<file path="src/rtl/upd_pkg.sv">
// shared types and character constants for the url percent decoder
// no dependencies; imported by every module of the block
`default_nettype none

package upd_pkg;

    // most results one input item can cause
    localparam int RES_MAX = 4;
    localparam int RES_CNT_W = 3;

    // characters the decoder looks for
    localparam logic [7:0] CH_PERCENT   = 8'h25;
    localparam logic [7:0] CH_BACKSLASH = 8'h5C;
    localparam logic [7:0] CH_LOWER_N   = 8'h6E;
    localparam logic [7:0] CH_NEWLINE   = 8'h0A;
    localparam logic [7:0] CH_NUL       = 8'h00;

    // escape progress of the first stage
    localparam logic [1:0] PH_IDLE    = 2'd0;
    localparam logic [1:0] PH_PERCENT = 2'd1;
    localparam logic [1:0] PH_DIGIT   = 2'd2;

    // the result items of one input item, in output order
    typedef struct packed {
        logic [RES_MAX-1:0][7:0] bytes;
        logic [RES_MAX-1:0]      ends;
        logic [RES_CNT_W-1:0]    cnt;
    } t_res_set;

endpackage

`default_nettype wire

</file>
<file path="src/rtl/upd_in_stage.sv">
// input register of the url percent decoder: holds one accepted item
// depends on upd_pkg
`default_nettype none

module upd_in_stage
    import upd_pkg::*;
(
    input  wire logic       i_clk,
    input  wire logic       i_rst_n,
    input  wire logic       i_valid,
    output logic            o_ready,
    input  wire logic [7:0] i_byte,
    input  wire logic       i_last,
    input  wire logic       i_take,
    output logic            o_valid,
    output logic [7:0]      o_byte,
    output logic            o_last
);

    logic       r_valid;
    logic [7:0] r_byte;
    logic       r_last;

    // room when empty or when the held item moves on this cycle
    assign o_ready = !r_valid || i_take;

    // control
    always_ff @(posedge i_clk) begin
        if (!i_rst_n) begin
            r_valid <= 1'b0;
        end else if (o_ready) begin
            r_valid <= i_valid;
        end
    end

    // payload
    always_ff @(posedge i_clk) begin
        if (i_valid && o_ready) begin
            r_byte <= i_byte;
            r_last <= i_last;
        end
    end

    assign o_valid = r_valid;
    assign o_byte  = r_byte;
    assign o_last  = r_last;

endmodule

`default_nettype wire

</file>
<file path="src/rtl/upd_decode.sv">
// decode step of the url percent decoder: escape and backslash state plus the
// logic that turns one input item into its result items; depends on upd_pkg
`default_nettype none

module upd_decode
    import upd_pkg::*;
(
    input  wire logic       i_clk,
    input  wire logic       i_rst_n,
    input  wire logic       i_take,
    input  wire logic [7:0] i_byte,
    input  wire logic       i_last,
    output t_res_set        o_res
);

    typedef struct packed {
        t_res_set res;
        logic     hb;
        logic     stop;
    } t_acc;

    logic [1:0] r_phase;
    logic [3:0] r_fd;
    logic       r_hb;
    logic       r_ended;
    logic [1:0] n_phase;
    logic [3:0] n_fd;
    logic       n_hb;
    logic       n_ended;
    t_acc       acc;
    logic [4:0] hv;

    // hex digit value, top bit set when the character is a hex digit
    function automatic logic [4:0] f_hex(logic [7:0] c);
        logic [4:0] r;
        r = 5'd0;
        if (c inside {[8'h30:8'h39]}) begin
            r = {1'b1, c[3:0]};
        end else if (c inside {[8'h41:8'h46], [8'h61:8'h66]}) begin
            r = {1'b1, 4'(c[3:0] + 4'd9)};
        end
        return r;
    endfunction

    // append one result while there is room
    function automatic t_acc f_push(t_acc a, logic [7:0] b, logic e);
        t_acc r;
        r = a;
        for (int i = 0; i < RES_MAX; i++) begin
            if (a.res.cnt == RES_CNT_W'(i)) begin
                r.res.bytes[i] = b;
                r.res.ends[i]  = e;
            end
        end
        if (a.res.cnt < RES_CNT_W'(RES_MAX)) begin
            r.res.cnt = a.res.cnt + RES_CNT_W'(1);
        end
        return r;
    endfunction

    // second stage: one decoded byte through the backslash-n rewrite
    function automatic t_acc f_stage2(t_acc a, logic [7:0] b);
        t_acc r;
        r = a;
        if (!a.stop) begin
            if (b == CH_NUL) begin
                if (a.hb) begin
                    r = f_push(r, CH_BACKSLASH, 1'b0);
                end
                r.hb   = 1'b0;
                r      = f_push(r, CH_NUL, 1'b1);
                r.stop = 1'b1;
            end else if (a.hb) begin
                if (b == CH_LOWER_N) begin
                    r    = f_push(r, CH_NEWLINE, 1'b0);
                    r.hb = 1'b0;
                end else begin
                    r = f_push(r, CH_BACKSLASH, 1'b0);
                    if (b != CH_BACKSLASH) begin
                        r    = f_push(r, b, 1'b0);
                        r.hb = 1'b0;
                    end
                end
            end else if (b == CH_BACKSLASH) begin
                r.hb = 1'b1;
            end else begin
                r = f_push(r, b, 1'b0);
            end
        end
        return r;
    endfunction

    // one item: first stage, text end handling, next state
    always_comb begin
        acc      = '0;
        acc.hb   = r_hb;
        n_phase  = r_phase;
        n_fd     = r_fd;
        n_hb     = r_hb;
        n_ended  = r_ended;
        hv       = f_hex(i_byte);
        if (r_ended) begin
            // discard until the end of the text
            if (i_last) begin
                n_phase = PH_IDLE;
                n_fd    = 4'd0;
                n_hb    = 1'b0;
                n_ended = 1'b0;
            end
        end else begin
            case (r_phase)
                PH_PERCENT: begin
                    if (hv[4]) begin
                        n_fd    = hv[3:0];
                        n_phase = PH_DIGIT;
                    end else begin
                        n_phase = PH_IDLE;
                        acc     = f_stage2(acc, CH_PERCENT);
                        if (!acc.stop) begin
                            if (i_byte == CH_PERCENT) begin
                                n_phase = PH_PERCENT;
                            end else begin
                                acc = f_stage2(acc, i_byte);
                            end
                        end
                    end
                end
                PH_DIGIT: begin
                    n_phase = PH_IDLE;
                    // a non-hex second character other than a zero byte is swallowed
                    acc = f_stage2(acc, hv[4] ? {r_fd, hv[3:0]} : {4'd0, r_fd});
                    if (i_byte == CH_NUL) begin
                        acc = f_stage2(acc, CH_NUL);
                    end
                end
                default: begin
                    n_phase = PH_IDLE;
                    if (i_byte == CH_PERCENT) begin
                        n_phase = PH_PERCENT;
                    end else begin
                        acc = f_stage2(acc, i_byte);
                    end
                end
            endcase

            if (acc.stop) begin
                // decoded terminator: skip the rest of the text
                n_phase = PH_IDLE;
                n_fd    = 4'd0;
                n_hb    = 1'b0;
                n_ended = !i_last;
            end else if (i_last) begin
                // flush a pending escape and a held backslash
                if (n_phase == PH_PERCENT) begin
                    acc = f_stage2(acc, CH_PERCENT);
                end else if (n_phase == PH_DIGIT) begin
                    acc = f_stage2(acc, {4'd0, n_fd});
                end
                if (!acc.stop && acc.hb) begin
                    acc    = f_push(acc, CH_BACKSLASH, 1'b0);
                    acc.hb = 1'b0;
                end
                for (int i = 0; i < RES_MAX; i++) begin
                    if (acc.res.cnt == RES_CNT_W'(i + 1)) begin
                        acc.res.ends[i] = 1'b1;
                    end
                end
                n_phase = PH_IDLE;
                n_fd    = 4'd0;
                n_hb    = 1'b0;
                n_ended = 1'b0;
            end else begin
                n_hb = acc.hb;
            end
        end
    end

    // state advances when the item moves into the result buffer
    always_ff @(posedge i_clk) begin
        if (!i_rst_n) begin
            r_phase <= PH_IDLE;
            r_fd    <= 4'd0;
            r_hb    <= 1'b0;
            r_ended <= 1'b0;
        end else if (i_take) begin
            r_phase <= n_phase;
            r_fd    <= n_fd;
            r_hb    <= n_hb;
            r_ended <= n_ended;
        end
    end

    assign o_res = acc.res;

endmodule

`default_nettype wire

</file>
<file path="src/rtl/upd_res_buf.sv">
// result buffer of the url percent decoder: holds the results of one item and
// hands them out one per cycle while the receiver is ready; depends on upd_pkg
`default_nettype none

module upd_res_buf
    import upd_pkg::*;
(
    input  wire logic       i_clk,
    input  wire logic       i_rst_n,
    input  wire logic       i_load,
    input  wire t_res_set   i_res,
    output logic            o_free,
    output logic            o_valid,
    input  wire logic       i_ready,
    output logic [7:0]      o_byte,
    output logic            o_end,
    output logic            o_run_last
);

    logic [RES_MAX-1:0][7:0] r_bytes;
    logic [RES_MAX-1:0]      r_ends;
    logic [RES_CNT_W-1:0]    r_cnt;
    logic [RES_MAX-1:0][7:0] n_bytes;
    logic [RES_MAX-1:0]      n_ends;
    logic [RES_CNT_W-1:0]    n_cnt;
    logic                    emit;

    assign emit    = o_valid && i_ready;
    assign o_valid = (r_cnt != '0);
    // free when empty or when the final result leaves this cycle
    assign o_free  = (r_cnt == '0) || (r_cnt == RES_CNT_W'(1) && i_ready);

    // shift out on each taken result, reload from the decode step
    always_comb begin
        n_bytes = r_bytes;
        n_ends  = r_ends;
        n_cnt   = r_cnt;
        if (emit) begin
            for (int i = 0; i < RES_MAX - 1; i++) begin
                n_bytes[i] = r_bytes[i + 1];
                n_ends[i]  = r_ends[i + 1];
            end
            n_cnt = r_cnt - RES_CNT_W'(1);
        end
        if (i_load) begin
            n_bytes = i_res.bytes;
            n_ends  = i_res.ends;
            n_cnt   = i_res.cnt;
        end
    end

    // control
    always_ff @(posedge i_clk) begin
        if (!i_rst_n) begin
            r_cnt <= '0;
        end else begin
            r_cnt <= n_cnt;
        end
    end

    // payload
    always_ff @(posedge i_clk) begin
        r_bytes <= n_bytes;
        r_ends  <= n_ends;
    end

    assign o_byte     = r_bytes[0];
    assign o_end      = r_ends[0];
    assign o_run_last = (r_cnt == RES_CNT_W'(1));

endmodule

`default_nettype wire

</file>
<file path="src/rtl/url_percent_decoder_core.sv">
// url percent decoder: decodes %hh escapes, then rewrites backslash-n to newline
// and stops the text at a decoded zero byte.
// depends on upd_pkg, upd_in_stage, upd_decode, upd_res_buf
//
// input stream: one encoded character per item in s_axis_tdata, s_axis_tlast on
// the final character of a text. output stream: one decoded character per item,
// m_axis_tlast on the final decoded character of the text, m_axis_tuser set on
// the last result caused by one input item.
// an item passes through the input register and then the result buffer, which
// offers its first result. one input item is taken per cycle while each causes
// at most one result and the receiver is ready; an item that causes several
// results holds the input until they have left, since the result buffer hands
// out one result per cycle while the receiver is ready and takes the next item's
// results only as its last one leaves. items that cause no result also pass through it.
// receiver stalls hold the buffered result steady and back up into the input
// register and then s_axis_tready. reset (synchronous, active low) empties both
// stages and returns the decoder to the start of a text.
`default_nettype none

module url_percent_decoder_core
    import upd_pkg::*;
(
    input  wire logic       i_clk,
    input  wire logic       i_rst_n,
    input  wire logic       s_axis_tvalid,
    output logic            s_axis_tready,
    input  wire logic [7:0] s_axis_tdata,   // [7:0] in_byte
    input  wire logic       s_axis_tlast,   // in_last
    output logic            m_axis_tvalid,
    input  wire logic       m_axis_tready,
    output logic [7:0]      m_axis_tdata,   // [7:0] out_byte
    output logic            m_axis_tlast,   // text_end
    output logic [0:0]      m_axis_tuser    // [0] run_last
);

    logic       in_valid;
    logic [7:0] in_byte;
    logic       in_last;
    logic       buf_free;
    logic       take;
    t_res_set   res;

    // item moves from the input register into the result buffer
    assign take = in_valid && buf_free;

    upd_in_stage u_in (
        .i_clk   (i_clk),
        .i_rst_n (i_rst_n),
        .i_valid (s_axis_tvalid),
        .o_ready (s_axis_tready),
        .i_byte  (s_axis_tdata),
        .i_last  (s_axis_tlast),
        .i_take  (take),
        .o_valid (in_valid),
        .o_byte  (in_byte),
        .o_last  (in_last)
    );

    upd_decode u_dec (
        .i_clk   (i_clk),
        .i_rst_n (i_rst_n),
        .i_take  (take),
        .i_byte  (in_byte),
        .i_last  (in_last),
        .o_res   (res)
    );

    upd_res_buf u_buf (
        .i_clk      (i_clk),
        .i_rst_n    (i_rst_n),
        .i_load     (take),
        .i_res      (res),
        .o_free     (buf_free),
        .o_valid    (m_axis_tvalid),
        .i_ready    (m_axis_tready),
        .o_byte     (m_axis_tdata),
        .o_end      (m_axis_tlast),
        .o_run_last (m_axis_tuser[0])
    );

endmodule

`default_nettype wire
</file>
<file path="config.mk">
export PLATFORM = sky130hd
export DESIGN_NAME = url_percent_decoder_core
export DESIGN_NICKNAME = d
export VERILOG_FILES = /design/src/rtl/upd_pkg.sv /design/src/rtl/upd_in_stage.sv /design/src/rtl/upd_decode.sv /design/src/rtl/upd_res_buf.sv /design/src/rtl/url_percent_decoder_core.sv
export SDC_FILE = /design/constraint.sdc
export NUM_CORES = 1
export LEC_CHECK = 0
export BUFFER_PORTS_ARGS = -buffer_cell sky130_fd_sc_hd__buf_4
export CORE_UTILIZATION = 25
export CTS_CLUSTER_DIAMETER = 80
export DETAILED_ROUTE_END_ITERATION = 10
export GPL_ROUTABILITY_DRIVEN = 1
export MAX_ROUTING_LAYER = met4
export PLACE_DENSITY = 0.39
export SLEW_MARGIN = 20
export SYNTH_ARGS = -nofsm -noshare
export SYNTH_HDL_FRONTEND = slang
export SYNTH_SLANG_ARGS = --single-unit
</file>
<file path="constraint.sdc">
create_clock -name i_clk -period 8.4 [get_ports i_clk]
set_input_delay 1.68 -clock i_clk [delete_from_list [all_inputs] [get_ports i_clk]]
set_output_delay 1.68 -clock i_clk [all_outputs]
set_load 0.01 [all_outputs]
</file>
Yosys cells after proc, flatten, opt, wreduce, memory -nomap -nowiden
Index checks and enable logic that the tools add are counted.
{"block": "op_classes", "reduce_logical": 37, "magnitude_cmp": 21, "addsub": 17, "muxes": 282, "eq_ne": 62}
{"cell": "$mux 41", "count": 65}
{"cell": "$mux 8", "count": 73}
{"cell": "$mux 3", "count": 53}
{"cell": "$eq 3x2->1 const B", "count": 32}
{"cell": "$pmux 41 s2", "count": 1}
{"cell": "$mux 1", "count": 62}
{"cell": "$eq 3x1->1 const B", "count": 17}
{"cell": "$logic_not 3->1", "count": 16}
{"cell": "$mux 24", "count": 2}
{"cell": "$add 3x1->3 const B", "count": 15}
{"cell": "$lt 3x3->1 const B", "count": 15}
{"cell": "$mux 39", "count": 1}
{"cell": "$mux 33", "count": 1}
{"cell": "$eq 8x7->1 const B", "count": 4}
{"cell": "$mux 15", "count": 2}
{"cell": "$mux 4", "count": 7}
{"cell": "$mux 6", "count": 3}
{"cell": "$ge 8x7->1 const B", "count": 2}
{"cell": "$le 8x7->1 const B", "count": 2}
{"cell": "$logic_not 8->1", "count": 2}
{"cell": "$mux 16", "count": 1}
{"cell": "$ne 8x7->1 const B", "count": 2}
{"cell": "$mux 2", "count": 7}
{"cell": "$mux 5", "count": 2}
{"cell": "19 further kinds", "count": 32}
{"block": "totals", "wordCells": 433, "in_bits": 13, "regBits": 57, "output_inout_bits": 12}

Longest topological paths before layout
Gate-level depths: netlist of run 1.
{"block": "logic_depth", "ltp_word": 65, "ltp_mapped": 30, "ltp_nobuf": 27}

Cells and area by module
A second synthesis of run 1 with hierarchy kept.
{"block": "unflattened", "cells_unflattened": 702, "hier_area_um2": 5738.0}
{"mod": "upd_decode", "seq_area_each_um2": 160.2, "area_per_inst_um2": 3696.0, "n_inst": 1, "cells_per_inst": 584}
{"mod": "upd_res_buf", "seq_area_each_um2": 1141.1, "area_per_inst_um2": 1707.9, "n_inst": 1, "cells_per_inst": 103}
{"mod": "upd_in_stage", "seq_area_each_um2": 290.3, "area_per_inst_um2": 327.8, "n_inst": 1, "cells_per_inst": 14}
{"mod": "url_percent_decoder_core", "seq_area_each_um2": 0.0, "area_per_inst_um2": 6.3, "n_inst": 1, "cells_per_inst": 1}

Worst setup path before layout of run 1
No wires, ideal clock.
{"block": "synth_path", "kind": "flip-flop to flip-flop", "startpoint": "register u_in.r_byte[1] (netlist: u_in.o_byte[1])", "endpoint": "register u_buf.r_bytes[11] (netlist name), data pin", "synth_period_minus_slack_ns": 5.670, "setup_ns": 0.266, "stages_incl_launch_ff": 26, "t_arrival_ns": 5.404, "path_buffers": 2, "path_slack_ns": 2.730, "t_required_ns": 8.134, "path_cell_list": "edfxtp_1 -> clkbuf_1 -> inv_1 -> ha_1 -> o311a_1 -> a22o_4 -> or4_4 -> a21oi_1 -> nor2_1 -> inv_1 -> ha_1 -> nand4_1 -> a221oi_2 -> a21oi_1 -> ha_1 -> clkbuf_1 -> ha_1 -> mux2_1 -> o22ai_1 -> a21o_1 -> inv_1 -> ha_1 -> nand2_1 -> o21ai_0 -> a221oi_1 -> o21ai_0"}
{"element": "start, declared", "line": "upd_in_stage.sv:21", "text": "logic [7:0] r_byte;"}
{"element": "start signal, assigned", "line": "upd_in_stage.sv:39", "text": "r_byte <= i_byte;"}
{"element": "end signal, assigned", "line": "upd_res_buf.sv:63", "text": "r_bytes <= n_bytes;"}
{"element": "end, declared", "line": "upd_res_buf.sv:20", "text": "logic [RES_MAX-1:0][7:0] r_bytes;"}

==> flow_summary.json, run 1 <==
{
  "start_kind": "flip-flop",
  "antenna_cells": 0,
  "wl_um": 23800,
  "dieArea_mm2": 0.0233,
  "synth_cell_types": 91,
  "clkLatencyLatePin_ns": 0.31,
  "cts_tree": "done",
  "synth_nets": 744,
  "dpl.hpwl_um": 18000,
  "htree_levels": 2,
  "fin_crit_sh_pct": 76.4,
  "rows": 54,
  "period_minus_slack_ns": 6.42,
  "gr-total-overflow": 0,
  "power_frac_seq_pct": 41.1,
  "regArea_mm2": 0.00153,
  "grt_max_degree": 31,
  "hold_viol": 0,
  "grt_pass1_wl_um": 35400,
  "cp_slowest_cell": "or4_4",
  "worst-r2r-cell-count": 24,
  "powerDensity_mw_per_mm2": 185,
  "total_power_mw": 1.14,
  "place_area_mm2": 0.00598,
  "cts_resized": 0,
  "p_sw_mw": 0.429,
  "power.leakage_nw": 2.12,
  "critical_path_class": "reg2reg",
  "crit_path_end": "u_buf.r_bytes[11]",
  "ff2ff_setup_slack_ns": 1.98,
  "io_buffer_count": 24,
  "finalSetupViolCount": 0,
  "place_congestion": 0.938,
  "fmax_mhz": 156,
  "drc": 0,
  "peakVddDrop_mv": 0.175,
  "final_area_mm2": 0.00614,
  "cts_root_buf": "clkbuf_16",
  "grt_pass1_vias": 5502,
  "slew_headroom_pct": 16.4,
  "finClkSkew_ns": 0.00495,
  "postCtsSetupBuffers": 0,
  "rr_startpoint": "u_in.o_byte[1]",
  "nFillCells": 2362,
  "cpPeakStageDelay_ns": 0.58,
  "cts_sinks": 55,
  "synth.ff_latch_count": 55,
  "synth_flop_cell": "edfxtp_1",
  "cts_buffers": 5,
  "drtPass1Iterations": 8,
  "synthCells": 704,
  "io_pins": 25,
  "dr_total_vias": 5759,
  "ctsHoldBuffers": 0,
  "wl_per_cell_um": 24.6,
  "async_flop_share_pct": 0,
  "synth-edff-count": 43,
  "tns_ns": 0,
  "critPathMaxFanout": 14,
  "hold_class": "reg2reg",
  "yosys_warnings": 0,
  "cp.required_ns": 8.45,
  "timing.rr.end": "u_buf.r_bytes[11]",
  "place_worst_setup_slack_ns": 2.02,
  "drv_cap": 0,
  "core_mm2": 0.0221,
  "switching_share_pct": 37.7,
  "die_width_um": 153,
  "clk_pin_slew_ns": 0.07,
  "postLayoutSetupSlackWorst_ns": 1.98,
  "antenna_found_initial": 0,
  "ant_nets": 0,
  "drive_above_1_share_pct": 11.1,
  "grt_setup_unrepaired": "no",
  "drt_iter0_drc": 678,
  "multi_input_area_mm2": 0.00372,
  "syn_avg_cell_area_um2": 8.08,
  "path_cells": "inv_1 > ha_1 > o21bai_1 > a21o_1 > o21a_2 > or4_4 > a21oi_1 > nor2_1 > inv_1 > ha_1 > nand4_1 > a221oi_2 > a21oi_1 > ha_1 > nor2_4 > mux2_1 > o22ai_1 > a21o_1 > inv_1 > ha_1 > nand2_1 > o21ai_0 > a221oi_1 > o21ai_0",
  "start_util_pct": 25.7,
  "syn_area_mm2": 0.00569,
  "slew_violations": 0,
  "grtUsageTotal_pct": 20.7,
  "areaGrowthSynthToFinish_pct": 7.92,
  "clk_path_buf_depth": 2,
  "crit_path_start": "u_in.o_byte[1]",
  "worst_path_most_repeated_cell": "ha_1",
  "p_int_mw": 0.708,
  "outcome": "completed",
  "die_h_um": 153,
  "worstMarginPinSlew_ns": 1.24,
  "synth.yosys.seq_area_share_pct": 26.9,
  "routed_via_density": 5.96,
  "pwr-share-comb_pct": 38.0,
  "fin_nets": 725,
  "cp_data_arrival_time_ns": 6.47,
  "p_clk_share_pct": 21.0,
  "critPathCaptureType": "flip-flop"
}
==> sequential cells by signal, summed over array words and instances, names as in the netlist <==
name / count
u_in.o_last: 1
u_buf.o_byte: 8
u_in.o_byte: 8
u_dec.r_fd: 4
u_buf.r_bytes: 22
u_dec.r_hb: 1
u_buf.r_ends: 4
u_buf.r_cnt: 3
u_in.o_valid: 1
u_dec.r_ended: 1
u_dec.r_phase: 2
==> through the flow <==
| stage | std cells | hold slack [ns] | util [%] |
|---|---|---|---|
| 2_1_floorplan | 704 | 0.489 | - |
| 3_3_place_gp | 958 | 0.522 | 27.1 |
| 3_5_place_dp | 958 | 0.539 | 27.1 |
| 4_1_cts | 966 | 0.557 | 27.8 |
| 5_1_grt | 966 | 0.594 | 27.8 |
| 6_report | 966 | 0.547 | 27.8 |
==> cell usage after synthesis, drive strengths merged, types with 10 or more instances <==
cell	n	area, µm²
a31oi	18	119
o21ai	56	292
ha	27	338
nor2	57	221
nor3	18	101
nand2	71	267
o31ai	13	108
clkbuf	31	118
nor2b	13	88.8
edfxtp	43	1290
nand4	10	62.6
nand3	15	75.1
buf	29	205
or3	10	62.6
dfxtp	12	240
a22oi	10	75.1
a21oi	65	337
inv	30	113
nand2b	12	75.1
==> worst max-delay path, delay by kind of cell, from the launching register on <==
family | cells | cell delay (ns)
buffers and inverters | 3 | 0.32
flip-flops | 1 | 0.56
multiplexers | 1 | 0.34
adder cells (fa/ha/maj) | 4 | 1.09
AO/OA/AOI/OAI | 11 | 2.56
AND/OR/NAND/NOR | 5 | 1.27
==> worst min-delay path by stage <==
stage	slack [ns]	cells after the start	to	start
final	0.55	2	u_buf.r_bytes[13]	u_buf.r_bytes[21]
after CTS	0.56	2	u_buf.r_bytes[13]	u_buf.r_bytes[21]
after global routing	0.59	1	u_buf.o_byte[3]	u_buf.r_bytes[11]
after floorplan	0.49	2	u_buf.o_byte[7]	u_buf.r_bytes[15]
after detailed placement	0.54	2	u_buf.o_byte[7]	u_buf.r_bytes[15]
after global placement	0.52	2	u_buf.o_byte[7]	u_buf.r_bytes[15]
==> power by group through the flow <==
stage,Clock [mW],Sequential [mW],Combinational [mW]
global placement,0,0.474,0.441
finish,0.238,0.467,0.432
detailed placement,0,0.474,0.434
global route,0.253,0.477,0.475
floorplan,0,0.442,0.321
CTS,0.245,0.468,0.440
==> kinds of logic after synthesis <==
logic type	synth area share, %
xor gates and xnor gates	0.462
AOI/OAI and AO/OA	36.1
and+or+nand+nor	21.9
DFF	26.9
muxes	0.902
buffers and inverters	7.72
adders and majority gates	5.94
==> per-layer routing <==
| layer | up-vias | global-route usage [%] | share of wire, % |
|---|---|---|---|
| met5 | - | - | 0 |
| met4 | 0 | 5.87 | 2.0 |
| met3 | 33 | 2.96 | 6.7 |
| met2 | 261 | 32.1 | 45 |
| met1 | 2814 | 27.9 | 46 |
| li1 | 2651 | - | - |
==> cell type report <==
cell class,count,share of cell area (%)
inverters,31,1.90
flip-flops and latches,55,25.0
repair buffers,34,4.16
well taps,280,5.71
multi-input cells,558,60.7
clock buffers,8,2.59
==> placed cells by master, fill, tap and decap left out, types with 5 or more instances in the layout <==
cell type	Yosys	routed
nand2_1	71	71
a21oi_1	64	64
nor2_1	56	55
o21ai_0	49	49
edfxtp_1	43	43
buf_4	10	34
inv_1	27	27
ha_1	27	27
a31oi_1	17	17
nor3_1	17	17
nand3_1	15	15
nand2b_1	12	12
nor2b_1	12	12
dfxtp_1	12	12
o31ai_1	11	11
or3_1	10	10
nand4_1	10	10
a22oi_1	10	10
o22ai_1	9	9
a21o_1	8	8
o211ai_1	8	8
a211oi_1	7	7
nor4_1	6	6
and2_1	6	6
o21ai_1	6	6
a211o_1	6	6
a22o_1	6	6
o221ai_1	7	6
clkbuf_16	0	6
o21a_1	5	5
and3_1	5	5
No activity file was read; power rests on OpenSTA's default activity.
==> run 2, diff against run 1 <==
==> constraint.sdc (replaced) <==
create_clock -name i_clk -period 6.6 [get_ports i_clk]
set_input_delay 1.32 -clock i_clk [delete_from_list [all_inputs] [get_ports i_clk]]
set_output_delay 1.32 -clock i_clk [all_outputs]
set_load 0.01 [all_outputs]
==> flow_summary.json, run 2 (synthesis gave the netlist of run 1 again) <==
{
  "crit_buf_inv": 4,
  "cts_buffers": 5,
  "fmax_mhz": 164,
  "critical_path_class": "reg2reg",
  "outcome": "completed",
  "rr_startpoint": "u_in.o_byte[0]",
  "period_minus_slack_ns": 6.08,
  "areaGrowthSynthToFinish_pct": 9.46,
  "gr-total-overflow": 0,
  "rows": 54,
  "hold_viol": 0,
  "cp.required_ns": 6.65,
  "drive_above_1_share_pct": 12.5,
  "clkLatencyLatePin_ns": 0.31,
  "io_pins": 25,
  "grt_pass1_vias": 5604,
  "cts_resized": 0,
  "holdWs_ns": 0.539,
  "cp_top_family": "compound AO/OA/AOI/OAI gates",
  "cts_sinks": 55,
  "drt_iter0_drc": 632,
  "finalSetupViolCount": 0,
  "slew_headroom_pct": 29.2,
  "powerDensity_mw_per_mm2": 236,
  "finClkSkew_ns": 0.00725,
  "die_h_um": 153,
  "fin_crit_sh_pct": 92.2,
  "start_kind": "flip-flop",
  "drtPass1Iterations": 7,
  "critPathCaptureType": "flip-flop",
  "dpl.hpwl_um": 17900,
  "postCtsSetupBuffers": 0,
  "core_mm2": 0.0221,
  "routed_via_density": 6.05,
  "drc": 0,
  "dieArea_mm2": 0.0233,
  "total_power_mw": 1.47,
  "io_buffer_count": 24,
  "clk_path_buf_depth": 2,
  "largest_register_ffs": 22,
  "die_width_um": 153,
  "grt_pass1_wl_um": 35600,
  "hold_start": "u_buf.r_bytes[21]",
  "start_util_pct": 25.7,
  "worst_path_most_repeated_cell": "ha_1",
  "tns_ns": 0,
  "grt_max_degree": 30,
  "slew_violations": 0,
  "cts_tree": "done",
  "wl_per_cell_um": 24.0,
  "htree_levels": 2,
  "hold_class": "reg2reg",
  "grtUsageTotal_pct": 20.7,
  "cpPeakStageDelay_ns": 0.58,
  "wl_um": 23500,
  "antenna_found_initial": 0,
  "grt_setup_unrepaired": "no",
  "place_worst_setup_slack_ns": 0.568,
  "ant_nets": 0,
  "postLayoutSetupSlackWorst_ns": 0.518,
  "crit_path_start": "u_in.o_byte[0]",
  "final_cell_mix": "71 x nand2_1, 64 x a21oi_1, 55 x nor2_1",
  "dr_total_vias": 5907,
  "clk_pin_slew_ns": 0.08,
  "cts_root_buf": "clkbuf_16",
  "fin_nets": 736,
  "place_congestion": 0.974,
  "critPathMaxFanout": 10,
  "peakVddDrop_mv": 0.248,
  "final_common_cell": "nand2_1",
  "ctsHoldBuffers": 0,
  "worstMarginPinSlew_ns": 1.05,
  "antenna_cells": 0,
  "regMostFlops": "u_buf.r_bytes",
  "drv_cap": 0,
  "cp_data_arrival_time_ns": 6.13,
  "power.leakage_nw": 2.17,
  "cp_slowest_cell": "or4_4"
}
-- run 2: report_power, final --
part / internal, mW / switching (mW) / total, mW
combinational: 0.212 / 0.355 / 0.567
clock: 0.178 / 0.135 / 0.313
sequential: 0.528 / 0.0597 / 0.588
-- run 2: worst paths after layout --
path                                     endpoint  slack [ns]  cells past startpoint
worst min register to register  u_buf.r_bytes[13]        0.54                      2
worst min-delay path            u_buf.r_bytes[13]        0.54                      2
worst max register to register  u_buf.r_bytes[11]        0.52                     26
worst max-delay path            u_buf.r_bytes[11]        0.52                     26
-- run 2: worst min-delay path, delay by kind of cell (launching register included) --
family / cells / cell delay (ns)
flops: 1 / 0.33
compound gates: 1 / 0.06
simple gates: 1 / 0.05
-- run 2: layer usage --
layer / share of wire (%) / up-vias / global-route usage, % / wire (µm)
met5: 0 / - / - / 0
met4: 3.4 / 0 / 8.42 / 792
met3: 6.8 / 47 / 3.70 / 1600
met2: 44 / 288 / 30.8 / 10400
met1: 45 / 2886 / 27.4 / 10700
li1: - / 2686 / - / -
-- run 2: area by class of cell --
| class | instances | area [µm²] |
|---|---|---|
| multi-input combinational | 558 | 3720 |
| fill | 2350 | 15900 |
| timing repair buffer | 45 | 338 |
| sequential | 55 | 1530 |
| tap | 280 | 350 |
| clock buffer | 5 | 125 |
| inverter | 31 | 116 |
| clock inverter | 3 | 38.8 |
-- run 2: stage by stage --
stage	util [%]	instance area (µm²)	cells
floorplan	-	5690	704
global placement	27.4	6060	969
detailed placement	27.4	6060	969
CTS	28.2	6220	977
global route	28.2	6220	977
finish	28.2	6220	977
